### src/hw/rtl/flgh_pkg.sv
`timescale 1ns / 1ps
`default_nettype none

package flgh_pkg;

  // datapath widths shared by the arithmetic units
  localparam int OPND_W = 64;   // multiplier operand
  localparam int PROD_W = 128;  // full product and dividend
  localparam int DEN_W  = 96;   // divisor
  localparam int QUO_W  = 63;   // quotient before clamping
  localparam int RAD_W  = 98;   // square root radicand
  localparam int ROOT_W = 49;   // square root result

  // one interaction term
  typedef struct packed {
    logic               operation;
    logic signed [31:0] self_x;
    logic signed [31:0] self_y;
    logic signed [31:0] other_x;
    logic signed [31:0] other_y;
    logic        [15:0] edge_weight;
    logic               last_term;
  } flgh_in_t;

  // gradient and hessian of one vertex
  typedef struct packed {
    logic signed [63:0] grad_x;
    logic signed [63:0] grad_y;
    logic signed [63:0] hess_xx;
    logic signed [63:0] hess_xy;
    logic signed [63:0] hess_yy;
    logic               degenerate;
    logic               saturated;
  } flgh_out_t;

  typedef enum logic [1:0] {S_IDLE, S_ISSUE, S_WAIT, S_FINISH} state_t;

  typedef enum logic [2:0] {K_MUL, K_DIV, K_SQRT, K_ADD, K_END} kind_t;

  typedef enum logic [3:0] {
    SRC_AX, SRC_AY, SRC_W, SRC_K, SRC_K2, SRC_D32, SRC_AXX, SRC_AYY, SRC_AXY, SRC_Q, SRC_P
  } src_t;

  typedef enum logic [2:0] {NSH_0, NSH_8, NSH_16, NSH_32, NSH_40, NSH_62} nsh_t;

  typedef enum logic [2:0] {DEN_K8, DEN_K, DEN_D2, DEN_D2S29, DEN_KD} den_t;

  typedef enum logic [3:0] {
    DST_P, DST_AXX, DST_AYY, DST_AXY, DST_K2, DST_KD, DST_D32, DST_Q, DST_PART
  } dst_t;

  typedef enum logic [2:0] {ACC_GX, ACC_GY, ACC_HXX, ACC_HXY, ACC_HYY} acc_t;

  typedef enum logic [2:0] {SG_POS, SG_NEG, SG_X, SG_NX, SG_Y, SG_NY, SG_XY} sign_t;

  // operation of one sequencer step
  typedef struct packed {
    kind_t kind;
    src_t  asel;
    src_t  bsel;
    nsh_t  shift;
    den_t  den;
    dst_t  dst;
    acc_t  acc;
    sign_t sign;
  } uop_t;

  localparam uop_t UOP_END = '{kind: K_END, asel: SRC_AX, bsel: SRC_AX, shift: NSH_0,
                               den: DEN_K, dst: DST_P, acc: ACC_GX, sign: SG_POS};

  function automatic uop_t mul_op(src_t a, src_t b, dst_t d);
    uop_t u;
    u = UOP_END;
    u.kind = K_MUL;
    u.asel = a;
    u.bsel = b;
    u.dst  = d;
    return u;
  endfunction

  function automatic uop_t div_op(src_t n, nsh_t sh, den_t dn, dst_t d);
    uop_t u;
    u = UOP_END;
    u.kind  = K_DIV;
    u.asel  = n;
    u.shift = sh;
    u.den   = dn;
    u.dst   = d;
    return u;
  endfunction

  function automatic uop_t add_op(acc_t a, sign_t s);
    uop_t u;
    u = UOP_END;
    u.kind = K_ADD;
    u.acc  = a;
    u.sign = s;
    return u;
  endfunction

  function automatic uop_t sqrt_op();
    uop_t u;
    u = UOP_END;
    u.kind = K_SQRT;
    u.dst  = DST_D32;
    return u;
  endfunction

  // step program: attractive (op 0) and repulsive (op 1) terms
  function automatic uop_t flgh_uop(logic op, logic [4:0] pc);
    uop_t u;
    u = UOP_END;
    if (!op) begin
      unique case (pc)
        5'd0:    u = mul_op(SRC_AX, SRC_AX, DST_AXX);
        5'd1:    u = mul_op(SRC_AY, SRC_AY, DST_AYY);
        5'd2:    u = mul_op(SRC_AX, SRC_AY, DST_AXY);
        5'd3:    u = sqrt_op();
        5'd4:    u = mul_op(SRC_W, SRC_AX, DST_P);
        5'd5:    u = mul_op(SRC_P, SRC_D32, DST_P);
        5'd6:    u = div_op(SRC_P, NSH_0, DEN_K8, DST_PART);
        5'd7:    u = add_op(ACC_GX, SG_X);
        5'd8:    u = mul_op(SRC_W, SRC_AY, DST_P);
        5'd9:    u = mul_op(SRC_P, SRC_D32, DST_P);
        5'd10:   u = div_op(SRC_P, NSH_0, DEN_K8, DST_PART);
        5'd11:   u = add_op(ACC_GY, SG_Y);
        5'd12:   u = mul_op(SRC_W, SRC_D32, DST_P);
        5'd13:   u = div_op(SRC_P, NSH_8, DEN_K, DST_PART);
        5'd14:   u = add_op(ACC_HXX, SG_POS);
        5'd15:   u = add_op(ACC_HYY, SG_POS);
        5'd16:   u = mul_op(SRC_D32, SRC_K, DST_KD);
        5'd17:   u = mul_op(SRC_W, SRC_AXX, DST_P);
        5'd18:   u = div_op(SRC_P, NSH_40, DEN_KD, DST_PART);
        5'd19:   u = add_op(ACC_HXX, SG_POS);
        5'd20:   u = mul_op(SRC_W, SRC_AYY, DST_P);
        5'd21:   u = div_op(SRC_P, NSH_40, DEN_KD, DST_PART);
        5'd22:   u = add_op(ACC_HYY, SG_POS);
        5'd23:   u = mul_op(SRC_W, SRC_AXY, DST_P);
        5'd24:   u = div_op(SRC_P, NSH_40, DEN_KD, DST_PART);
        5'd25:   u = add_op(ACC_HXY, SG_XY);
        default: u = UOP_END;
      endcase
    end else begin
      unique case (pc)
        5'd0:    u = mul_op(SRC_AX, SRC_AX, DST_AXX);
        5'd1:    u = mul_op(SRC_AY, SRC_AY, DST_AYY);
        5'd2:    u = mul_op(SRC_AX, SRC_AY, DST_AXY);
        5'd3:    u = mul_op(SRC_K, SRC_K, DST_K2);
        5'd4:    u = mul_op(SRC_K2, SRC_AX, DST_P);
        5'd5:    u = div_op(SRC_P, NSH_16, DEN_D2, DST_PART);
        5'd6:    u = add_op(ACC_GX, SG_NX);
        5'd7:    u = mul_op(SRC_K2, SRC_AY, DST_P);
        5'd8:    u = div_op(SRC_P, NSH_16, DEN_D2, DST_PART);
        5'd9:    u = add_op(ACC_GY, SG_NY);
        5'd10:   u = div_op(SRC_K2, NSH_32, DEN_D2, DST_PART);
        5'd11:   u = add_op(ACC_HXX, SG_NEG);
        5'd12:   u = add_op(ACC_HYY, SG_NEG);
        5'd13:   u = div_op(SRC_AXX, NSH_62, DEN_D2, DST_Q);
        5'd14:   u = mul_op(SRC_K2, SRC_Q, DST_P);
        5'd15:   u = div_op(SRC_P, NSH_0, DEN_D2S29, DST_PART);
        5'd16:   u = add_op(ACC_HXX, SG_POS);
        5'd17:   u = div_op(SRC_AYY, NSH_62, DEN_D2, DST_Q);
        5'd18:   u = mul_op(SRC_K2, SRC_Q, DST_P);
        5'd19:   u = div_op(SRC_P, NSH_0, DEN_D2S29, DST_PART);
        5'd20:   u = add_op(ACC_HYY, SG_POS);
        5'd21:   u = div_op(SRC_AXY, NSH_62, DEN_D2, DST_Q);
        5'd22:   u = mul_op(SRC_K2, SRC_Q, DST_P);
        5'd23:   u = div_op(SRC_P, NSH_0, DEN_D2S29, DST_PART);
        5'd24:   u = add_op(ACC_HXY, SG_XY);
        default: u = UOP_END;
      endcase
    end
    return u;
  endfunction

endpackage

`default_nettype wire

### src/hw/rtl/flgh_sqrt.sv
`timescale 1ns / 1ps
`default_nettype none

module flgh_sqrt
  import flgh_pkg::*;
(
  input  wire logic             clk,
  input  wire logic             rst,
  input  wire logic             start,
  input  wire logic [RAD_W-1:0] rad,
  output logic                  done,
  output logic [ROOT_W-1:0]     root
);

  localparam int REM_W = ROOT_W + 2;
  localparam int CNT_W = $clog2(ROOT_W + 1);

  logic              busy;
  logic [CNT_W-1:0]  cnt;
  logic [RAD_W-1:0]  rad_r;
  logic [REM_W-1:0]  rem;
  logic [REM_W+1:0]  t;
  logic [REM_W+1:0]  trial;
  logic [REM_W+1:0]  diff;
  logic              ge;

  // one root bit from the next pair of radicand bits
  always_comb begin
    t     = {rem, rad_r[RAD_W-1:RAD_W-2]};
    trial = (REM_W+2)'({root, 2'b01});
    diff  = t - trial;
    ge    = t >= trial;
  end

  always_ff @(posedge clk) begin
    if (rst) begin
      busy <= 1'b0;
      done <= 1'b0;
    end else if (start) begin
      busy  <= 1'b1;
      done  <= 1'b0;
      rad_r <= rad;
      rem   <= '0;
      root  <= '0;
      cnt   <= CNT_W'(ROOT_W);
    end else if (busy) begin
      rem   <= ge ? diff[REM_W-1:0] : t[REM_W-1:0];
      root  <= {root[ROOT_W-2:0], ge};
      rad_r <= {rad_r[RAD_W-3:0], 2'b00};
      cnt   <= cnt - CNT_W'(1);
      if (cnt == CNT_W'(1)) begin
        busy <= 1'b0;
        done <= 1'b1;
      end
    end else begin
      done <= 1'b0;
    end
  end

endmodule

`default_nettype wire
### config.mk
export PLATFORM = sky130hd
export DESIGN_NAME = flgh_sqrt
export DESIGN_NICKNAME = d
export VERILOG_FILES = /design/src/hw/rtl/flgh_pkg.sv /design/src/hw/rtl/flgh_sqrt.sv
export SDC_FILE = /design/constraint.sdc
export NUM_CORES = 1
export LEC_CHECK = 0
export BUFFER_PORTS_ARGS = -buffer_cell sky130_fd_sc_hd__buf_2
export CORE_MARGIN = 2
export CORE_UTILIZATION = 59
export CTS_BUF_LIST = sky130_fd_sc_hd__clkbuf_8
export CTS_CLUSTER_DIAMETER = 120
export CTS_CLUSTER_SIZE = 20
export DETAILED_ROUTE_END_ITERATION = 16
export HOLD_SLACK_MARGIN = 0.03
export PLACE_DENSITY = 0.83
export RECOVER_POWER = 100
export SETUP_SLACK_MARGIN = 0.3
export SYNTH_ARGS = -nofsm -noshare
export SYNTH_HDL_FRONTEND = slang
export SYNTH_SLANG_ARGS = --single-unit
### constraint.sdc
create_clock -name clk -period 27.2 [get_ports clk]
set_input_delay 1.36 -clock clk [delete_from_list [all_inputs] [get_ports clk]]
set_output_delay 1.36 -clock clk [all_outputs]
set_load 0.05 [all_outputs]
==> summary.txt <==
Critical path
  – Reg2reg path depth: 4
  – Crit path launch type: primary input
  – Critical Path, Cell by Cell: clkbuf_1 > nor2_1 > nor2_1 > clkbuf_1 > clkbuf_1
  – Max FO, Critical Path: 108
  – Worst Path Required: 27,200 ps
  – WP buf/inv: 3
  – Crit-path leading delay family: buffers and inverters
  – CP Depth: 5
  – CP peak stage delay: 3610 ps
  – CP Capture Type: register
  – Critical Path AT: 14,200 ps
  – WS Path Type: primary input to register
  – Most common cell on crit path: clkbuf_1
  – Crit-path slowest cell: clkbuf_1

Synthesis
  – Ys async rst share: 0%
  – Largest family of logic cells by synthesized area: multiplexers
  – Simple-Gate Fraction of Synth Area: 10.85%
  – Most area-hungry cell type in the Yosys netlist: edfxtp_1
  – Post-Syn Area per Cell: 11.32 um2
  – Ys flop type: edfxtp_1
  – Adder-Cell Fraction of Synth Area: 5.642%
  – Synth warn: 0
  – Syn nets: 1,192
  – Seq/Total Area, Yosys: 52.46%
  – Top cell type's share of synthesized area: 52.12%
  – EDFF count, synth: 204
  – Xor and xnor fraction of the mapped netlist area: 3.279%
  – Cell with the most instances after synthesis: edfxtp_1
  – Synth Register Bits: 206
  – Synth area leaders: edfxtp_1 (52%), mux2_2 (9.2%), ha_1 (5.6%)
  – Syn Inst Count: 1,038
  – Portion of netlist area occupied by mux cells: 11.84%
  – Distinct cells, synth: 73
  – Mapped Area: 11,750 um2
  – Top post-synthesis cells by count: edfxtp_1 (204), nor2_1 (119), mux2_2 (96), inv_1 (67), a21oi_1 (64)
  – Synth Area in Compound Gates: 11.40%

Timing
  – Final Setup Violations: 0
  – Max Slew Vio Count: 409
  – Max-Slew Margin vs Limit: -248.7%
  – Fmax: 70.40 MHz
  – Fin crit period: 14,200 ps
  – Final hold slack: 496.0 ps
  – RSZ-0062 raised after global routing: false
  – Hold Fails Final Rpt: 0
  – Worst-Margin Slew: 5230 ps
  – Final worst slack: 13,000 ps
  – Setup TNS: 0 ps
  – Worst Skew: 19.47 ps
  – Fin crit share: 52.22%

Pwr
  – Worst IR drop on VDD: 0.05348 mV
  – Clock share of power: 19.5%
  – Leakage power: 0.005091 uW
  – Pwr dens: 60.46 nW/um2
  – Tot Pwr: 770.2 uW
  – Sw Share: 31.97%
  – Internal power: 523.9 uW
  – Net Sw Power: 246.3 uW
  – Seq pwr share: 51.4%
  – Gate power share: 29.1%

Route
  – Antenna Nets Post-Route: 0
  – Routed WL per cell: 16.91 um
  – Final wirelength: 24,010 um
  – Initial DRC Count: 566
  – Vias per inst: 5.785
  – Initial DRT Pass Iterations: 5
  – Drt drc: 0
  – Vias post-DR: 8,215

Global route
  – Global Route Usage Sum: 22.51%
  – Largest net degree at the start of global routing: 109
  – Grt ovf: 0
  – Vias in the first global route: 8,195
  – Initial antenna violation count: 1
  – Global-route wire length before repair: 39,380 um

Clock network
  – CTS tree: built
  – Number of H-tree levels: 1
  – Post CTS Setup Buffer Count: 0
  – Bufs on Longest Clock Path: 3
  – Cts repair resizes: 0
  – CTS Buf Count: 14
  – Clock sink count: 206
  – Root buffer cell: clkbuf_8
  – Hold_buf cts: 0
  – Worst-path clk slew: 120 ps
  – Clock latency on the worst-skew pair: 520 ps

Layout
  – Synthesis-to-layout area growth: 8.390%
  – Final Util: 65.24%
  – # fillers: 1,586
  – Antenna cell count: 0
  – # nets final: 1,304
  – Share of layout cells above drive strength 1: 19.13%

Die
  – Die area: 21,060 um2
  – Die W: 145.1 um
  – Initial Utilization: 60.19%
  – Rows: 51
  – I/O Pins: 151
  – Core Region: 19,530 um2
  – Die Ht: 145.1 um

Place
  – Hpwl dp: 16,980 um
  – GPL Wtd Cong: 0.9055
  – Port Buffer Count: 150
  – Place WS: 21,660 ps

Worst hold path
  – Min-delay worst type: register to register
  – Hold Path Depth: 1

Run status
  – Status: finished, violations left
  – Failing checks: capacitance limit, slew limit

Job
  – Max-Cap Viols: 5
-- per-layer routing --
layer	routed length, um	share of wire, %	GRT usage, %
met1	10220	43	29.57
met2	11430	48	37.62
met3	1984	8.3	6.164
met4	366	1.5	5.049
met5	0	0	0
-- cell usage in the layout (no fill, tap or decap), drive strengths merged, types with 15 or more instances in the layout --
cell type,count
mux2i,31
xnor2,26
clkbuf,68
a31oi,15
edfxtp,204
inv,74
nand2,58
mux2,96
a21oi,66
xor2,18
ha,53
o21ai,46
nor2,119
nand4,17
buf,100
nand3,26
a21o,21
-- power groups by stage --
stage | Combinational, uW | Clock, uW | Sequential (uW)
2_1_floorplan | 161 | 0 | 417
3_3_place_gp | 217 | 0 | 399
3_5_place_dp | 221 | 0 | 400
4_1_cts | 223 | 154 | 393
5_1_grt | 248 | 163 | 398
6_report | 224 | 150 | 395
-- worst paths after layout --
check | slack (ps) | end | from
max | 13000 | rad_r[35] | start
min | 500 | done | busy
max reg2reg | 17430 | rad_r[35] | busy
min reg2reg | 500 | done | busy
-- flip-flops by register name, summed over array words and instances, names as in the netlist --
signal	count
rad_r	98
rem	51
root	49
cnt	6
busy	1
done	1
-- cells by family (layout without fill, tap and decap cells) --
family,count (synthesis),in the layout
buffers and inverters,126,243
AO/OA/AOI/OAI,205,205
AND/OR/NAND/NOR,277,277
multiplexers,127,127
XOR/XNOR,44,44
adder cells (fa/ha/maj),53,53
flip-flops,206,206
-- area by class of cell --
type | count | area, um2 | share of cell area, %
Sequential cell | 206 | 6166 | 48.40
Clock inverter | 7 | 43.79 | 0.3438
Tap cell | 265 | 331.6 | 2.603
Clock buffer | 14 | 192.7 | 1.513
Inverter | 68 | 255.2 | 2.004
Multi-Input combinational cell | 706 | 5044 | 39.59
Timing Repair Buffer | 154 | 705.7 | 5.540
-- metrics by stage --
stage               cells  instance area (um2)
floorplan            1038                11750
global placement     1399                12600
detailed placement   1399                12600
CTS                  1420                12840
global route         1420                12740
finish               1420                12740
(Power assumes the default switching activity.)
