**config.mk**
```make
export PLATFORM = sky130hd
export DESIGN_NAME = flgh_div
export DESIGN_NICKNAME = d
export VERILOG_FILES = /design/src/hw/rtl/flgh_pkg.sv /design/src/hw/rtl/flgh_div.sv
export SDC_FILE = /design/constraint.sdc
export NUM_CORES = 1
export LEC_CHECK = 0
export ABC_AREA = 1
export BUFFER_PORTS_ARGS = -buffer_cell sky130_fd_sc_hd__buf_2
export CORE_MARGIN = 4
export CORE_UTILIZATION = 25
export CTS_BUF_LIST = sky130_fd_sc_hd__clkbuf_8
export DETAILED_ROUTE_END_ITERATION = 8
export SKIP_LAST_GASP = 1
export SYNTH_ARGS = -nofsm -noshare
export SYNTH_HDL_FRONTEND = slang
export SYNTH_SLANG_ARGS = --single-unit
```
**constraint.sdc**
```tcl
create_clock -name clk -period 14.4 [get_ports clk]
set_input_delay 1.44 -clock clk [delete_from_list [all_inputs] [get_ports clk]]
set_output_delay 1.44 -clock clk [all_outputs]
set_load 0.1 [all_outputs]
```
**src/hw/rtl/flgh_pkg.sv**
```systemverilog
`timescale 1ns / 1ps
`default_nettype none

package flgh_pkg;

  // datapath widths shared by the arithmetic units
  localparam int OPND_W = 64;   // multiplier operand
  localparam int PROD_W = 128;  // full product and dividend
  localparam int DEN_W  = 96;   // divisor
  localparam int QUO_W  = 63;   // quotient before clamping
  localparam int RAD_W  = 98;   // square root radicand
  localparam int ROOT_W = 49;   // square root result

  // one interaction term
  typedef struct packed {
    logic               operation;
    logic signed [31:0] self_x;
    logic signed [31:0] self_y;
    logic signed [31:0] other_x;
    logic signed [31:0] other_y;
    logic        [15:0] edge_weight;
    logic               last_term;
  } flgh_in_t;

  // gradient and hessian of one vertex
  typedef struct packed {
    logic signed [63:0] grad_x;
    logic signed [63:0] grad_y;
    logic signed [63:0] hess_xx;
    logic signed [63:0] hess_xy;
    logic signed [63:0] hess_yy;
    logic               degenerate;
    logic               saturated;
  } flgh_out_t;

  typedef enum logic [1:0] {S_IDLE, S_ISSUE, S_WAIT, S_FINISH} state_t;

  typedef enum logic [2:0] {K_MUL, K_DIV, K_SQRT, K_ADD, K_END} kind_t;

  typedef enum logic [3:0] {
    SRC_AX, SRC_AY, SRC_W, SRC_K, SRC_K2, SRC_D32, SRC_AXX, SRC_AYY, SRC_AXY, SRC_Q, SRC_P
  } src_t;

  typedef enum logic [2:0] {NSH_0, NSH_8, NSH_16, NSH_32, NSH_40, NSH_62} nsh_t;

  typedef enum logic [2:0] {DEN_K8, DEN_K, DEN_D2, DEN_D2S29, DEN_KD} den_t;

  typedef enum logic [3:0] {
    DST_P, DST_AXX, DST_AYY, DST_AXY, DST_K2, DST_KD, DST_D32, DST_Q, DST_PART
  } dst_t;

  typedef enum logic [2:0] {ACC_GX, ACC_GY, ACC_HXX, ACC_HXY, ACC_HYY} acc_t;

  typedef enum logic [2:0] {SG_POS, SG_NEG, SG_X, SG_NX, SG_Y, SG_NY, SG_XY} sign_t;

  // operation of one sequencer step
  typedef struct packed {
    kind_t kind;
    src_t  asel;
    src_t  bsel;
    nsh_t  shift;
    den_t  den;
    dst_t  dst;
    acc_t  acc;
    sign_t sign;
  } uop_t;

  localparam uop_t UOP_END = '{kind: K_END, asel: SRC_AX, bsel: SRC_AX, shift: NSH_0,
                               den: DEN_K, dst: DST_P, acc: ACC_GX, sign: SG_POS};

  function automatic uop_t mul_op(src_t a, src_t b, dst_t d);
    uop_t u;
    u = UOP_END;
    u.kind = K_MUL;
    u.asel = a;
    u.bsel = b;
    u.dst  = d;
    return u;
  endfunction

  function automatic uop_t div_op(src_t n, nsh_t sh, den_t dn, dst_t d);
    uop_t u;
    u = UOP_END;
    u.kind  = K_DIV;
    u.asel  = n;
    u.shift = sh;
    u.den   = dn;
    u.dst   = d;
    return u;
  endfunction

  function automatic uop_t add_op(acc_t a, sign_t s);
    uop_t u;
    u = UOP_END;
    u.kind = K_ADD;
    u.acc  = a;
    u.sign = s;
    return u;
  endfunction

  function automatic uop_t sqrt_op();
    uop_t u;
    u = UOP_END;
    u.kind = K_SQRT;
    u.dst  = DST_D32;
    return u;
  endfunction

  // step program: attractive (op 0) and repulsive (op 1) terms
  function automatic uop_t flgh_uop(logic op, logic [4:0] pc);
    uop_t u;
    u = UOP_END;
    if (!op) begin
      unique case (pc)
        5'd0:    u = mul_op(SRC_AX, SRC_AX, DST_AXX);
        5'd1:    u = mul_op(SRC_AY, SRC_AY, DST_AYY);
        5'd2:    u = mul_op(SRC_AX, SRC_AY, DST_AXY);
        5'd3:    u = sqrt_op();
        5'd4:    u = mul_op(SRC_W, SRC_AX, DST_P);
        5'd5:    u = mul_op(SRC_P, SRC_D32, DST_P);
        5'd6:    u = div_op(SRC_P, NSH_0, DEN_K8, DST_PART);
        5'd7:    u = add_op(ACC_GX, SG_X);
        5'd8:    u = mul_op(SRC_W, SRC_AY, DST_P);
        5'd9:    u = mul_op(SRC_P, SRC_D32, DST_P);
        5'd10:   u = div_op(SRC_P, NSH_0, DEN_K8, DST_PART);
        5'd11:   u = add_op(ACC_GY, SG_Y);
        5'd12:   u = mul_op(SRC_W, SRC_D32, DST_P);
        5'd13:   u = div_op(SRC_P, NSH_8, DEN_K, DST_PART);
        5'd14:   u = add_op(ACC_HXX, SG_POS);
        5'd15:   u = add_op(ACC_HYY, SG_POS);
        5'd16:   u = mul_op(SRC_D32, SRC_K, DST_KD);
        5'd17:   u = mul_op(SRC_W, SRC_AXX, DST_P);
        5'd18:   u = div_op(SRC_P, NSH_40, DEN_KD, DST_PART);
        5'd19:   u = add_op(ACC_HXX, SG_POS);
        5'd20:   u = mul_op(SRC_W, SRC_AYY, DST_P);
        5'd21:   u = div_op(SRC_P, NSH_40, DEN_KD, DST_PART);
        5'd22:   u = add_op(ACC_HYY, SG_POS);
        5'd23:   u = mul_op(SRC_W, SRC_AXY, DST_P);
        5'd24:   u = div_op(SRC_P, NSH_40, DEN_KD, DST_PART);
        5'd25:   u = add_op(ACC_HXY, SG_XY);
        default: u = UOP_END;
      endcase
    end else begin
      unique case (pc)
        5'd0:    u = mul_op(SRC_AX, SRC_AX, DST_AXX);
        5'd1:    u = mul_op(SRC_AY, SRC_AY, DST_AYY);
        5'd2:    u = mul_op(SRC_AX, SRC_AY, DST_AXY);
        5'd3:    u = mul_op(SRC_K, SRC_K, DST_K2);
        5'd4:    u = mul_op(SRC_K2, SRC_AX, DST_P);
        5'd5:    u = div_op(SRC_P, NSH_16, DEN_D2, DST_PART);
        5'd6:    u = add_op(ACC_GX, SG_NX);
        5'd7:    u = mul_op(SRC_K2, SRC_AY, DST_P);
        5'd8:    u = div_op(SRC_P, NSH_16, DEN_D2, DST_PART);
        5'd9:    u = add_op(ACC_GY, SG_NY);
        5'd10:   u = div_op(SRC_K2, NSH_32, DEN_D2, DST_PART);
        5'd11:   u = add_op(ACC_HXX, SG_NEG);
        5'd12:   u = add_op(ACC_HYY, SG_NEG);
        5'd13:   u = div_op(SRC_AXX, NSH_62, DEN_D2, DST_Q);
        5'd14:   u = mul_op(SRC_K2, SRC_Q, DST_P);
        5'd15:   u = div_op(SRC_P, NSH_0, DEN_D2S29, DST_PART);
        5'd16:   u = add_op(ACC_HXX, SG_POS);
        5'd17:   u = div_op(SRC_AYY, NSH_62, DEN_D2, DST_Q);
        5'd18:   u = mul_op(SRC_K2, SRC_Q, DST_P);
        5'd19:   u = div_op(SRC_P, NSH_0, DEN_D2S29, DST_PART);
        5'd20:   u = add_op(ACC_HYY, SG_POS);
        5'd21:   u = div_op(SRC_AXY, NSH_62, DEN_D2, DST_Q);
        5'd22:   u = mul_op(SRC_K2, SRC_Q, DST_P);
        5'd23:   u = div_op(SRC_P, NSH_0, DEN_D2S29, DST_PART);
        5'd24:   u = add_op(ACC_HXY, SG_XY);
        default: u = UOP_END;
      endcase
    end
    return u;
  endfunction

endpackage

`default_nettype wire

```
**src/hw/rtl/flgh_div.sv**
```systemverilog
`timescale 1ns / 1ps
`default_nettype none

module flgh_div
  import flgh_pkg::*;
(
  input  wire logic              clk,
  input  wire logic              rst,
  input  wire logic              start,
  input  wire logic [PROD_W-1:0] num,
  input  wire logic [DEN_W-1:0]  den,
  output logic                   done,
  output logic [QUO_W-1:0]       quo,
  output logic                   ovf
);

  localparam int CNT_W = $clog2(QUO_W + 1);

  logic              busy;
  logic              chk;
  logic [CNT_W-1:0]  cnt;
  logic [DEN_W-1:0]  rem;
  logic [QUO_W-1:0]  low;
  logic [DEN_W-1:0]  den_r;
  logic [DEN_W:0]    trial;
  logic [DEN_W:0]    diff;
  logic              ge;

  // one restoring step
  always_comb begin
    trial = {rem, low[QUO_W-1]};
    diff  = trial - {1'b0, den_r};
    ge    = trial >= {1'b0, den_r};
  end

  // overflow check on the top bits, then one quotient bit per cycle
  always_ff @(posedge clk) begin
    if (rst) begin
      busy <= 1'b0;
      chk  <= 1'b0;
      done <= 1'b0;
    end else if (start) begin
      busy  <= 1'b1;
      chk   <= 1'b1;
      done  <= 1'b0;
      rem   <= DEN_W'(num[PROD_W-1:QUO_W]);
      low   <= num[QUO_W-1:0];
      den_r <= den;
      quo   <= '0;
    end else if (busy && chk) begin
      chk <= 1'b0;
      if (rem >= den_r) begin
        ovf  <= 1'b1;
        busy <= 1'b0;
        done <= 1'b1;
      end else begin
        ovf <= 1'b0;
        cnt <= CNT_W'(QUO_W);
      end
    end else if (busy) begin
      rem <= ge ? diff[DEN_W-1:0] : trial[DEN_W-1:0];
      low <= {low[QUO_W-2:0], 1'b0};
      quo <= {quo[QUO_W-2:0], ge};
      cnt <= cnt - CNT_W'(1);
      if (cnt == CNT_W'(1)) begin
        busy <= 1'b0;
        done <= 1'b1;
      end
    end else begin
      done <= 1'b0;
    end
  end

endmodule

`default_nettype wire

```
==> reports/qor.txt <==
Setup Fix Bufs, Post-CTS - 0
Syn-to-layout area delta - 15.9%
Longest Clk Path Bufs - 3
Syn avg cell area - 6.82 um2
Clock-pin slew on the worst setup and hold paths - 0.06 ns
Max cap viols - 0
Synth Area in Simple Gates - 0.344
Fin cells - 5543
Antenna violations before repair - 28
Later-pin clock latency in the skew report - 0.72 ns
Worst-case reg-to-reg path depth - 16
Slew headroom - 0.190
DRT antenna net count - 0
RSZ-0062 raised after global routing - false
First drt pass iteration count - 6
CP required - 14.94 ns
I/O Pins - 292
Worst min-delay path class - flip-flop to flip-flop
Share of layout cells above drive strength 1 - 0.0988
Post_cts resized - 0
Worst-Margin Slew - 1.21 ns
Num rows - 118
Synth top area cells - edfxtp_1, nand2_1, inv_1, ha_1, nor2_1
Cell count after synthesis - 3814
Hold Startpoint - done$_SDFFE_PP0P_
Via-to-Cell Ratio - 4.41
Iter 0 DRT Violations - 1918
Worst r2r dst - rem[52]$_DFFE_PP_
Syn. warnings - 0
RePlAce Congestion - 0.993
Core area - 103000 um2
TritonCTS clock tree - built
H-tree levels - 2
Post-route DRC violation count - 0
Cell taking the most area after synthesis - edfxtp_1
Worst Hold Depth - 2
Setup crit end kind - flip-flop
Register area share after synthesis - 0.378
Crit path time final - 5.01 ns
Startpoint Class - flip-flop
Die Span X - 330 um
DP Cell Count - 5419
Leakage Power - 15.9 nW
Overall routing resource usage - 0.169
Pin count of the biggest net entering global routing - 105
Share of the synthesized area in the top cell type - 0.375
Vias in the first global route - 24000
Post-synth net total - 4236
DRT Wirelength - 94.3 mm
Fin util - 0.292
Post-synthesis cell area - 26000 um2
Post-synthesis mux area share - 0
Post-synth EDFFs - 325
Total grt overflow - 0
Achievable Freq - 0.200 GHz
Final-stage net count - 4524
Initial Util - 0.252
Height of the chip - 330 um
Final Setup Violations - 0
Post-DP HPWL - 76.0 mm
Clock Sinks - 328
Slew Limit Fails - 0
Num CTS Buffers - 61
Synth Flop Type - edfxtp_1
Worst Path Arrival - 5.55 ns
Peak supply drop - 0.0728 mV
Compound-Gate Fraction of Synth Area - 0.0436
Clock root buffer - clkbuf_8
Clock skew - 0.0553 ns
Overall power - 0.00335 W
Largest family of logic cells by synthesized area - simple AND/OR/NAND/NOR gates
WHS Endpoint - done$_SDFFE_PP0P_
Final Cycle Share - 0.348
Synth Register Bits - 328
Finished Cell Area - 30100 um2
Post-synthesis adder-cell area fraction - 0.0941
Global-route wire length before repair - 141 mm
Power Density - 111 nW/um2
Synth Area in XOR/XNOR - 0.0155
Max FO, Critical Path - 95
Worst R2R Start - rem[43]$_DFFE_PP_
Wire per inst - 17.0 um
Die Area - 109000 um2
Vias - 24400
Post-synth cell types - 36
Placed Area - 28900 um2
Hold violation count in the final report - 0
Filler cell count - 11600
Outcome - completed
# port buffers - 291
Setup tns final - 0 ns
Crit path kind - flip-flop to flip-flop
Ys async rst share - 0
Reg2Reg Setup Slack - 9.39 ns
CTS Hold Bufs - 0
==> per-layer routing <==
| metal | vias up | part of all wire | track usage |
|---|---|---|---|
| met4 | 24 | 0.039 | 0.0632 |
| li1 | 12500 | - | - |
| met5 | - | 0.0018 | 0 |
| met3 | 184 | 0.063 | 0.0344 |
| met2 | 672 | 0.46 | 0.279 |
| met1 | 11100 | 0.44 | 0.219 |
==> through the flow <==
| step | setup WS (ns) | hold slack, ns |
|---|---|---|
| after global routing | 9.03 | 0.516 |
| final | 9.39 | 0.464 |
| after global placement | 9.15 | 0.465 |
| after CTS | 9.44 | 0.474 |
| after floorplan | 2.85 | 0.487 |
| after detailed placement | 9.07 | 0.465 |
==> area by class of cell <==
type / count / area (um2) / area share
multi-input cells: 2643 / 13000 / 0.430
clock inverters: 50 / 338 / 0.0112
flip-flops and latches: 328 / 9820 / 0.326
clock buffers: 61 / 840 / 0.0279
inverters: 765 / 2870 / 0.0954
diodes: 13 / 32.5 / 0.00108
repair buffers: 303 / 1550 / 0.0515
well taps: 1380 / 1730 / 0.0573
==> sequential cells by signal, summed over array words and instances, names as in the netlist <==
name / flops
quo: 63
busy: 1
ovf: 1
cnt: 6
rem: 96
chk: 1
low: 63
done: 1
den_r: 96
==> power by group <==
| group | switching, W | internal (W) | total, W | leakage, nW |
|---|---|---|---|---|
| clock | 0.000432 | 0.000470 | 0.000901 | 0.657 |
| combinational | 0.000868 | 0.000363 | 0.00123 | 12.1 |
| sequential | 0.0000501 | 0.00117 | 0.00122 | 3.14 |
| total | 0.00135 | 0.00200 | 0.00335 | 15.9 |
==> worst max-delay path by stage <==
stage	startpoint	endpoint	cells after the start
2_1_floorplan	start	low[0]$_SDFFCE_PN0P_	5
3_3_place_gp	start	low[61]$_DFFE_PP_	7
3_5_place_dp	start	rem[15]$_DFFE_PP_	7
4_1_cts	rem[43]$_DFFE_PP_	rem[52]$_DFFE_PP_	16
5_1_grt	rem[47]$_DFFE_PP_	rem[54]$_DFFE_PP_	16
6_report	rem[43]$_DFFE_PP_	rem[52]$_DFFE_PP_	16
==> kinds of logic (layout without fill, tap and decap cells) <==
group,Yosys count,count (layout)
simple gates,2194,2194
xor+xnor,46,46
flops,328,328
other cells,0,13
buf+inv,843,1179
compound gates,208,208
fa+ha+maj,195,195
==> Yosys cell counts (3+ instances only) <==
cell type	instances
a21boi_0	5
a21o_1	3
a21oi_1	139
a21oi_2	3
and2_1	4
buf_1	4
buf_2	30
buf_6	6
clkbuf_1	38
dfxtp_1	3
edfxtp_1	325
ha_1	194
inv_1	756
inv_2	7
nand2_1	1470
nand2_2	4
nand3_1	153
nand3b_1	25
nand4_1	120
nor2_1	377
nor2_2	10
nor3_1	17
nor4_1	8
o21a_1	8
o21ai_0	33
o21bai_1	15
xnor2_1	45
==> critical path, cell delays in order (launching register included) <==
cell and delay (ns):
edfxtp_1 0.43, ha_1 0.37, nand2_1 0.15, inv_2 0.04, nand2_1 0.05, nand2_1 0.08, a21oi_1 0.43, nand2_1 0.14
nand2_1 0.08, nand2_1 0.10, a21oi_4 0.12, buf_4 0.83, nand3_2 0.92, buf_4 0.60, nand2_1 0.18, nand3_1 0.09
nand2_1 0.07
==> placed cells by master (no fill, tap or decap), types with 3 or more instances in the layout <==
cell type and instances:
o21ai_0 33, nand3b_1 25, a21boi_0 5, inv_2 6, diode_2 13, edfxtp_1 325
ha_1 194, nor3_1 17, clkinv_1 20, nor2_1 376, nand3_1 153, nand2_2 4
o21bai_1 15, nand4_1 120, and2_1 4, xnor2_1 45, a21o_1 3, o21a_1 8
clkbuf_8 61, bufinv_16 4, inv_1 773, nand2_1 1469, a21oi_1 139, nor2_2 10
dfxtp_1 3, nor4_1 8, clkinv_2 6, buf_4 12, buf_2 290
No activity file was read; power rests on OpenSTA's default activity.
