[src/hw/rtl/flgh_pkg.sv]
`timescale 1ns / 1ps
`default_nettype none

package flgh_pkg;

  // datapath widths shared by the arithmetic units
  localparam int OPND_W = 64;   // multiplier operand
  localparam int PROD_W = 128;  // full product and dividend
  localparam int DEN_W  = 96;   // divisor
  localparam int QUO_W  = 63;   // quotient before clamping
  localparam int RAD_W  = 98;   // square root radicand
  localparam int ROOT_W = 49;   // square root result

  // one interaction term
  typedef struct packed {
    logic               operation;
    logic signed [31:0] self_x;
    logic signed [31:0] self_y;
    logic signed [31:0] other_x;
    logic signed [31:0] other_y;
    logic        [15:0] edge_weight;
    logic               last_term;
  } flgh_in_t;

  // gradient and hessian of one vertex
  typedef struct packed {
    logic signed [63:0] grad_x;
    logic signed [63:0] grad_y;
    logic signed [63:0] hess_xx;
    logic signed [63:0] hess_xy;
    logic signed [63:0] hess_yy;
    logic               degenerate;
    logic               saturated;
  } flgh_out_t;

  typedef enum logic [1:0] {S_IDLE, S_ISSUE, S_WAIT, S_FINISH} state_t;

  typedef enum logic [2:0] {K_MUL, K_DIV, K_SQRT, K_ADD, K_END} kind_t;

  typedef enum logic [3:0] {
    SRC_AX, SRC_AY, SRC_W, SRC_K, SRC_K2, SRC_D32, SRC_AXX, SRC_AYY, SRC_AXY, SRC_Q, SRC_P
  } src_t;

  typedef enum logic [2:0] {NSH_0, NSH_8, NSH_16, NSH_32, NSH_40, NSH_62} nsh_t;

  typedef enum logic [2:0] {DEN_K8, DEN_K, DEN_D2, DEN_D2S29, DEN_KD} den_t;

  typedef enum logic [3:0] {
    DST_P, DST_AXX, DST_AYY, DST_AXY, DST_K2, DST_KD, DST_D32, DST_Q, DST_PART
  } dst_t;

  typedef enum logic [2:0] {ACC_GX, ACC_GY, ACC_HXX, ACC_HXY, ACC_HYY} acc_t;

  typedef enum logic [2:0] {SG_POS, SG_NEG, SG_X, SG_NX, SG_Y, SG_NY, SG_XY} sign_t;

  // operation of one sequencer step
  typedef struct packed {
    kind_t kind;
    src_t  asel;
    src_t  bsel;
    nsh_t  shift;
    den_t  den;
    dst_t  dst;
    acc_t  acc;
    sign_t sign;
  } uop_t;

  localparam uop_t UOP_END = '{kind: K_END, asel: SRC_AX, bsel: SRC_AX, shift: NSH_0,
                               den: DEN_K, dst: DST_P, acc: ACC_GX, sign: SG_POS};

  function automatic uop_t mul_op(src_t a, src_t b, dst_t d);
    uop_t u;
    u = UOP_END;
    u.kind = K_MUL;
    u.asel = a;
    u.bsel = b;
    u.dst  = d;
    return u;
  endfunction

  function automatic uop_t div_op(src_t n, nsh_t sh, den_t dn, dst_t d);
    uop_t u;
    u = UOP_END;
    u.kind  = K_DIV;
    u.asel  = n;
    u.shift = sh;
    u.den   = dn;
    u.dst   = d;
    return u;
  endfunction

  function automatic uop_t add_op(acc_t a, sign_t s);
    uop_t u;
    u = UOP_END;
    u.kind = K_ADD;
    u.acc  = a;
    u.sign = s;
    return u;
  endfunction

  function automatic uop_t sqrt_op();
    uop_t u;
    u = UOP_END;
    u.kind = K_SQRT;
    u.dst  = DST_D32;
    return u;
  endfunction

  // step program: attractive (op 0) and repulsive (op 1) terms
  function automatic uop_t flgh_uop(logic op, logic [4:0] pc);
    uop_t u;
    u = UOP_END;
    if (!op) begin
      unique case (pc)
        5'd0:    u = mul_op(SRC_AX, SRC_AX, DST_AXX);
        5'd1:    u = mul_op(SRC_AY, SRC_AY, DST_AYY);
        5'd2:    u = mul_op(SRC_AX, SRC_AY, DST_AXY);
        5'd3:    u = sqrt_op();
        5'd4:    u = mul_op(SRC_W, SRC_AX, DST_P);
        5'd5:    u = mul_op(SRC_P, SRC_D32, DST_P);
        5'd6:    u = div_op(SRC_P, NSH_0, DEN_K8, DST_PART);
        5'd7:    u = add_op(ACC_GX, SG_X);
        5'd8:    u = mul_op(SRC_W, SRC_AY, DST_P);
        5'd9:    u = mul_op(SRC_P, SRC_D32, DST_P);
        5'd10:   u = div_op(SRC_P, NSH_0, DEN_K8, DST_PART);
        5'd11:   u = add_op(ACC_GY, SG_Y);
        5'd12:   u = mul_op(SRC_W, SRC_D32, DST_P);
        5'd13:   u = div_op(SRC_P, NSH_8, DEN_K, DST_PART);
        5'd14:   u = add_op(ACC_HXX, SG_POS);
        5'd15:   u = add_op(ACC_HYY, SG_POS);
        5'd16:   u = mul_op(SRC_D32, SRC_K, DST_KD);
        5'd17:   u = mul_op(SRC_W, SRC_AXX, DST_P);
        5'd18:   u = div_op(SRC_P, NSH_40, DEN_KD, DST_PART);
        5'd19:   u = add_op(ACC_HXX, SG_POS);
        5'd20:   u = mul_op(SRC_W, SRC_AYY, DST_P);
        5'd21:   u = div_op(SRC_P, NSH_40, DEN_KD, DST_PART);
        5'd22:   u = add_op(ACC_HYY, SG_POS);
        5'd23:   u = mul_op(SRC_W, SRC_AXY, DST_P);
        5'd24:   u = div_op(SRC_P, NSH_40, DEN_KD, DST_PART);
        5'd25:   u = add_op(ACC_HXY, SG_XY);
        default: u = UOP_END;
      endcase
    end else begin
      unique case (pc)
        5'd0:    u = mul_op(SRC_AX, SRC_AX, DST_AXX);
        5'd1:    u = mul_op(SRC_AY, SRC_AY, DST_AYY);
        5'd2:    u = mul_op(SRC_AX, SRC_AY, DST_AXY);
        5'd3:    u = mul_op(SRC_K, SRC_K, DST_K2);
        5'd4:    u = mul_op(SRC_K2, SRC_AX, DST_P);
        5'd5:    u = div_op(SRC_P, NSH_16, DEN_D2, DST_PART);
        5'd6:    u = add_op(ACC_GX, SG_NX);
        5'd7:    u = mul_op(SRC_K2, SRC_AY, DST_P);
        5'd8:    u = div_op(SRC_P, NSH_16, DEN_D2, DST_PART);
        5'd9:    u = add_op(ACC_GY, SG_NY);
        5'd10:   u = div_op(SRC_K2, NSH_32, DEN_D2, DST_PART);
        5'd11:   u = add_op(ACC_HXX, SG_NEG);
        5'd12:   u = add_op(ACC_HYY, SG_NEG);
        5'd13:   u = div_op(SRC_AXX, NSH_62, DEN_D2, DST_Q);
        5'd14:   u = mul_op(SRC_K2, SRC_Q, DST_P);
        5'd15:   u = div_op(SRC_P, NSH_0, DEN_D2S29, DST_PART);
        5'd16:   u = add_op(ACC_HXX, SG_POS);
        5'd17:   u = div_op(SRC_AYY, NSH_62, DEN_D2, DST_Q);
        5'd18:   u = mul_op(SRC_K2, SRC_Q, DST_P);
        5'd19:   u = div_op(SRC_P, NSH_0, DEN_D2S29, DST_PART);
        5'd20:   u = add_op(ACC_HYY, SG_POS);
        5'd21:   u = div_op(SRC_AXY, NSH_62, DEN_D2, DST_Q);
        5'd22:   u = mul_op(SRC_K2, SRC_Q, DST_P);
        5'd23:   u = div_op(SRC_P, NSH_0, DEN_D2S29, DST_PART);
        5'd24:   u = add_op(ACC_HXY, SG_XY);
        default: u = UOP_END;
      endcase
    end
    return u;
  endfunction

endpackage

`default_nettype wire

[src/hw/rtl/flgh_mul.sv]
`timescale 1ns / 1ps
`default_nettype none

module flgh_mul
  import flgh_pkg::*;
(
  input  wire logic              clk,
  input  wire logic              rst,
  input  wire logic              start,
  input  wire logic [OPND_W-1:0] a,
  input  wire logic [OPND_W-1:0] b,
  output logic                   done,
  output logic [PROD_W-1:0]      prod
);

  localparam int HALF_W = OPND_W / 2;

  logic                busy;
  logic [2:0]          cnt;
  logic [OPND_W-1:0]   a_r;
  logic [OPND_W-1:0]   b_r;
  logic [OPND_W-1:0]   pp;
  logic [1:0]          pp_sh;
  logic [HALF_W-1:0]   a_half;
  logic [HALF_W-1:0]   b_half;
  logic [PROD_W-1:0]   pp_ext;

  // half select for the current partial product
  always_comb begin
    a_half = cnt[1] ? a_r[OPND_W-1:HALF_W] : a_r[HALF_W-1:0];
    b_half = cnt[0] ? b_r[OPND_W-1:HALF_W] : b_r[HALF_W-1:0];
    pp_ext = PROD_W'(pp) << {pp_sh, 5'b0};
  end

  // four 32x32 partial products, each registered before accumulation
  always_ff @(posedge clk) begin
    if (rst) begin
      busy <= 1'b0;
      done <= 1'b0;
      cnt  <= '0;
    end else if (start) begin
      busy <= 1'b1;
      done <= 1'b0;
      cnt  <= '0;
      a_r  <= a;
      b_r  <= b;
      prod <= '0;
    end else if (busy) begin
      if (cnt != 3'd4) begin
        pp    <= a_half * b_half;
        pp_sh <= 2'(cnt[1]) + 2'(cnt[0]);
      end
      if (cnt != 3'd0) begin
        prod <= prod + pp_ext;
      end
      if (cnt == 3'd4) begin
        busy <= 1'b0;
        done <= 1'b1;
      end
      cnt <= cnt + 3'd1;
    end else begin
      done <= 1'b0;
    end
  end

endmodule

`default_nettype wire

[config.mk]
export PLATFORM = sky130hd
export DESIGN_NAME = flgh_mul
export DESIGN_NICKNAME = d
export VERILOG_FILES = /design/src/hw/rtl/flgh_pkg.sv /design/src/hw/rtl/flgh_mul.sv
export SDC_FILE = /design/constraint.sdc
export NUM_CORES = 2
export LEC_CHECK = 0
export BUFFER_PORTS_ARGS = -buffer_cell sky130_fd_sc_hd__buf_2
export CAP_MARGIN = 40
export CORE_ASPECT_RATIO = 1.75
export CORE_MARGIN = 4
export CORE_UTILIZATION = 65
export CTS_CLUSTER_DIAMETER = 100
export DETAILED_ROUTE_END_ITERATION = 16
export GPL_TIMING_DRIVEN = 0
export PLACE_DENSITY = 0.84
export SKIP_LAST_GASP = 1
export SLEW_MARGIN = 20
export SYNTH_ARGS = -nofsm -noshare
export SYNTH_HDL_FRONTEND = slang
export SYNTH_SLANG_ARGS = --single-unit
[constraint.sdc]
create_clock -name clk -period 17.2 [get_ports clk]
set_input_delay 3.44 -clock clk [delete_from_list [all_inputs] [get_ports clk]]
set_output_delay 3.44 -clock clk [all_outputs]
set_load 0.005 [all_outputs]
==> results.cfg, run 1 <==
[floorplanning]
dieHeight_um = 391.0
initial_utilization_pct = 65.47
fp-row-count = 140
dieWidth_um = 226.8
io_pins = 260

[global_route]
track_usage_pct = 64.36
grt-ovfl-total = 202
grt_pass1_vias = 56490
grt_pass1_wl_mm = 407.8
grt_max_degree = 33

[clock_network]
root_buffer = clkbuf_16
cts_made_buffers = 36
postCtsSetupRepairBufs = 0
h-tree-depth = 2
clock_sinks = 327
cts.repair.resized = 0
clockBufferDepth = 3
hold_buffers = 0

[synth]
synth_edf_count = 322
async_flop_share_pct = 0
yosysWarningCount = 0
syn_area_mm2 = 0.05447
synthCells = 6020
synth_seq_cells = 327
synth_cell_types = 97
syn_avg_cell_area_um2 = 9.049
synth_seq_area_share_pct = 17.93
synth_nets = 7440
synth_ff_type = edfxtp_1

[outcome]
stop_error = [ERROR GRT-0116] Global routing finished with congestion. Check the congestion regions in the DRC Viewer.
haltStage = 5_1_grt
status = aborted with a tool error

[placed_design]
port_buffers = 259
dp.final_hpwl_mm = 207.4
gp_congestion = 1.238
per-layer routing:
metal  overflow  global-route usage [%]
met5          0                   2.603
met4         79                   71.05
met3          4                   37.52
met2        118                   88.97
met1          1                   62.13
stage by stage:
stage / area [µm²] / hold slack [ps] / setup WS, ps / instances / utilization, %
floorplan: 54470 / 460.4 / 6890 / 6020 / -
global placement: 57100 / 457.9 / 3092 / 7344 / 68.63
detailed placement: 58570 / 468.7 / 5732 / 7446 / 70.39
CTS: 59820 / 485.6 / 5703 / 7512 / 71.89
Yosys cell counts, drive strengths merged (19+ instances only):
library cell  number  area, µm²
clkbuf           251      944.7
a21o             103      782.0
inv              956       3588
nand4             92      575.6
o21bai            60      450.4
fa               897      17960
mux2              76      855.8
a21oi            310       1570
nand3             38      190.2
nand2b            19      118.9
xnor2             87      762.0
ha               392       4905
nand2            658       2470
a31oi             36      225.2
and2              44      277.8
buf               48      214.0
a22o              33      290.3
nor3              73      370.4
edfxtp           322       9669
mux2i             99      991.0
nor2             865       3247
a211oi            23      192.7
o21a              20      150.1
xor2              58      508.0
a21boi            19      150.1
nor2b             60      375.4
o211ai            23      182.7
o21ai            180      912.1
cell families after synthesis:
group | Yosys count | share of synthesized area, %
buf+inv | 1255 | 8.714
compound gates | 883 | 10.39
simple gates | 1946 | 15.27
flops | 327 | 17.93
fa+ha+maj | 1289 | 41.97
mux | 175 | 3.390
xor+xnor | 145 | 2.331
==> run 2, diff against run 1 <==
- CORE_ASPECT_RATIO: 1.75 -> not set
- CORE_UTILIZATION: 65 -> 40
- CTS_CLUSTER_DIAMETER: 100 -> not set
- PLACE_DENSITY: 0.84 -> not set
- PLACE_DENSITY_LB_ADDON: not set -> 0.15
==> run 2 against run 1 <==
  * The run now ends clean
  * Area after synthesis stayed put
  * Synthesized cell count stayed put
==> results.cfg, run 2 <==
[clock_network]
insertion_delay_ps = 650
postCtsSetupRepairBufs = 0
clockBufferDepth = 3
clock_sinks = 327
tritoncts = built
h-tree-depth = 2
root_buffer = clkbuf_16
hold_buffers = 0
clkTransAtPathRegs_ps = 60
cts_made_buffers = 42
cts.repair.resized = 0

[sta]
slew_violations = 0
slew-limit-headroom_pct = 34.26
period_minus_slack_ps = 11650
fmax_mhz = 85.83
holdWs_ps = 473.6
rsz0062_at_grt = no
finalHoldViolations = 0
fin_setup_tns_ps = 0
worstMarginPinSlew_ps = 986.2
clock-skew-final_ps = 32.16
period_share_pct = 67.74
finalSetupViolCount = 0
worst_slack_ps = 5548

[routing]
via_per_inst = 5.626
post_drt_wl_per_cell_um = 28.27
num_vias = 46500
wl_mm = 233.6
drt_iter0_markers = 4505
drtAntennaViolNets = 0
drc = 0
first_pass_iters = 6

[floorplanning]
dieWidth_um = 377.0
io_pins = 260
dieArea_mm2 = 0.1422
fp-row-count = 135
initial_utilization_pct = 40.26
dieHeight_um = 377.0
coreArea_mm2 = 0.1353

[finish]
fin_nets = 7871
final_cell_mix = 956 x inv_1, 897 x fa_1, 864 x nor2_1
drive_gt1_share_pct = 10.07
syn_to_final_growth_pct = 12.39
fill_cells = 13520
antenna_cells = 0
stdcell_count = 8265
largest_register_ffs = 128
regMostFlops = prod
layout_commonest_cell = inv_1

[critical_path]
required_ps = 17590
critPathLaunchType = flip-flop
arrival_ps = 12040
worstSetupPathType = reg -> reg
critical_path.slowest_cell = buf_1
crit_path_max_fanout = 10
crit_top_cell = fa_1
critPathMaxStageDelay_ps = 730
worst_setup_path_end_kind = flip-flop

[synth]
yosys.area.top_type = fa_1
syn_area_mm2 = 0.05447
syn_avg_cell_area_um2 = 9.049
synth_ff_type = edfxtp_1
synth_edf_count = 322
synth_most_common_cell = inv_1
async_flop_share_pct = 0
synth_seq_area_share_pct = 17.93
synthTopCellsByArea = fa_1 33%, edfxtp_1 18%, ha_1 9.0%
synthCells = 6020
synth_common_cells = 956 x inv_1, 897 x fa_1, 865 x nor2_1
synth_top_cell_area_share_pct = 32.97
synth_seq_cells = 327
synth_nets = 7440
synth_cell_types = 97
yosysWarningCount = 0

[outcome]
status = complete, no violations

[placed_design]
dp.final_hpwl_mm = 200.6
gp_congestion = 1.064
port_buffers = 259
place_ws_ps = 5494
dp_cells = 8178

[global_route]
antenna_found_initial = 7
grt-ovfl-total = 0
grt_max_degree = 29
track_usage_pct = 32.63
grt_pass1_wl_mm = 331.6
grt_pass1_vias = 47390

[run]
maxCapViolations = 0

[hold_path]
hold_path_class = reg -> reg
[run 2: cell counts after synthesis]
Identical to the previous run, type by type.
[run 2: critical path: cells and delay by family, from the launching register on]
family	cells	cell delay, ps
compound gates	5	1250
xor+xnor	1	140
fa+ha+maj	9	4520
buf+inv	10	3380
flops	1	350
mux	1	590
simple gates	4	1140
[run 2: path summary, 6_finish.rpt]
| check | start | endpoint | slack, ps | depth (start not counted) |
|---|---|---|---|---|
| worst max-delay path | cnt[1]$_SDFFE_PN0P_ | pp[62]$_DFFE_PP_ | 5550 | 30 |
| worst min register to register | done$_SDFFE_PP0P_ | done$_SDFFE_PP0P_ | 470 | 2 |
| worst min-delay path | done$_SDFFE_PP0P_ | done$_SDFFE_PP0P_ | 470 | 2 |
| worst max register to register | cnt[1]$_SDFFE_PN0P_ | pp[62]$_DFFE_PP_ | 5550 | 30 |
[run 2: kinds of logic (layout without fill, tap and decap cells)]
group | after synthesis | in the layout | synth area share, %
simple gates | 1946 | 1946 | 15.27
buf+inv | 1255 | 1719 | 8.714
mux | 175 | 175 | 3.390
compound gates | 883 | 883 | 10.39
fa+ha+maj | 1289 | 1289 | 41.97
flops | 327 | 327 | 17.93
xor+xnor | 145 | 145 | 2.331
[run 2: cell type report]
class                   instances  area, µm²  area share (%)
multi-input cells            4438      40220           65.69
flip-flops and latches        327       9769           15.96
inverters                     956       3588           5.861
repair buffers                387       2834           4.629
well taps                    1781       2228           3.640
plain buffers                 299       1180           1.927
clock buffers                  53       1176           1.921
clock inverters                24      230.2          0.3760
[run 2: metrics by stage]
step                      util [%]  cell area [µm²]
after floorplan                  -            54470
after global placement       42.87            58000
after detailed placement     44.14            59720
after CTS                    45.18            61120
after global routing         45.25            61220
final                        45.25            61220
[run 2: per-layer routing]
layer  GRT usage [%]  wire length, µm  vias to the layer above
li1                -                -                    20260
met1           40.26            89600                    23030
met2           51.97           103600                     2525
met3           6.469            20210                      677
met4           21.85            20160                        4
met5               0               12                        -
Power of run 2 is not shown: default switching activity piles up to over one toggle a cycle in this logic, so the estimate is an artifact.
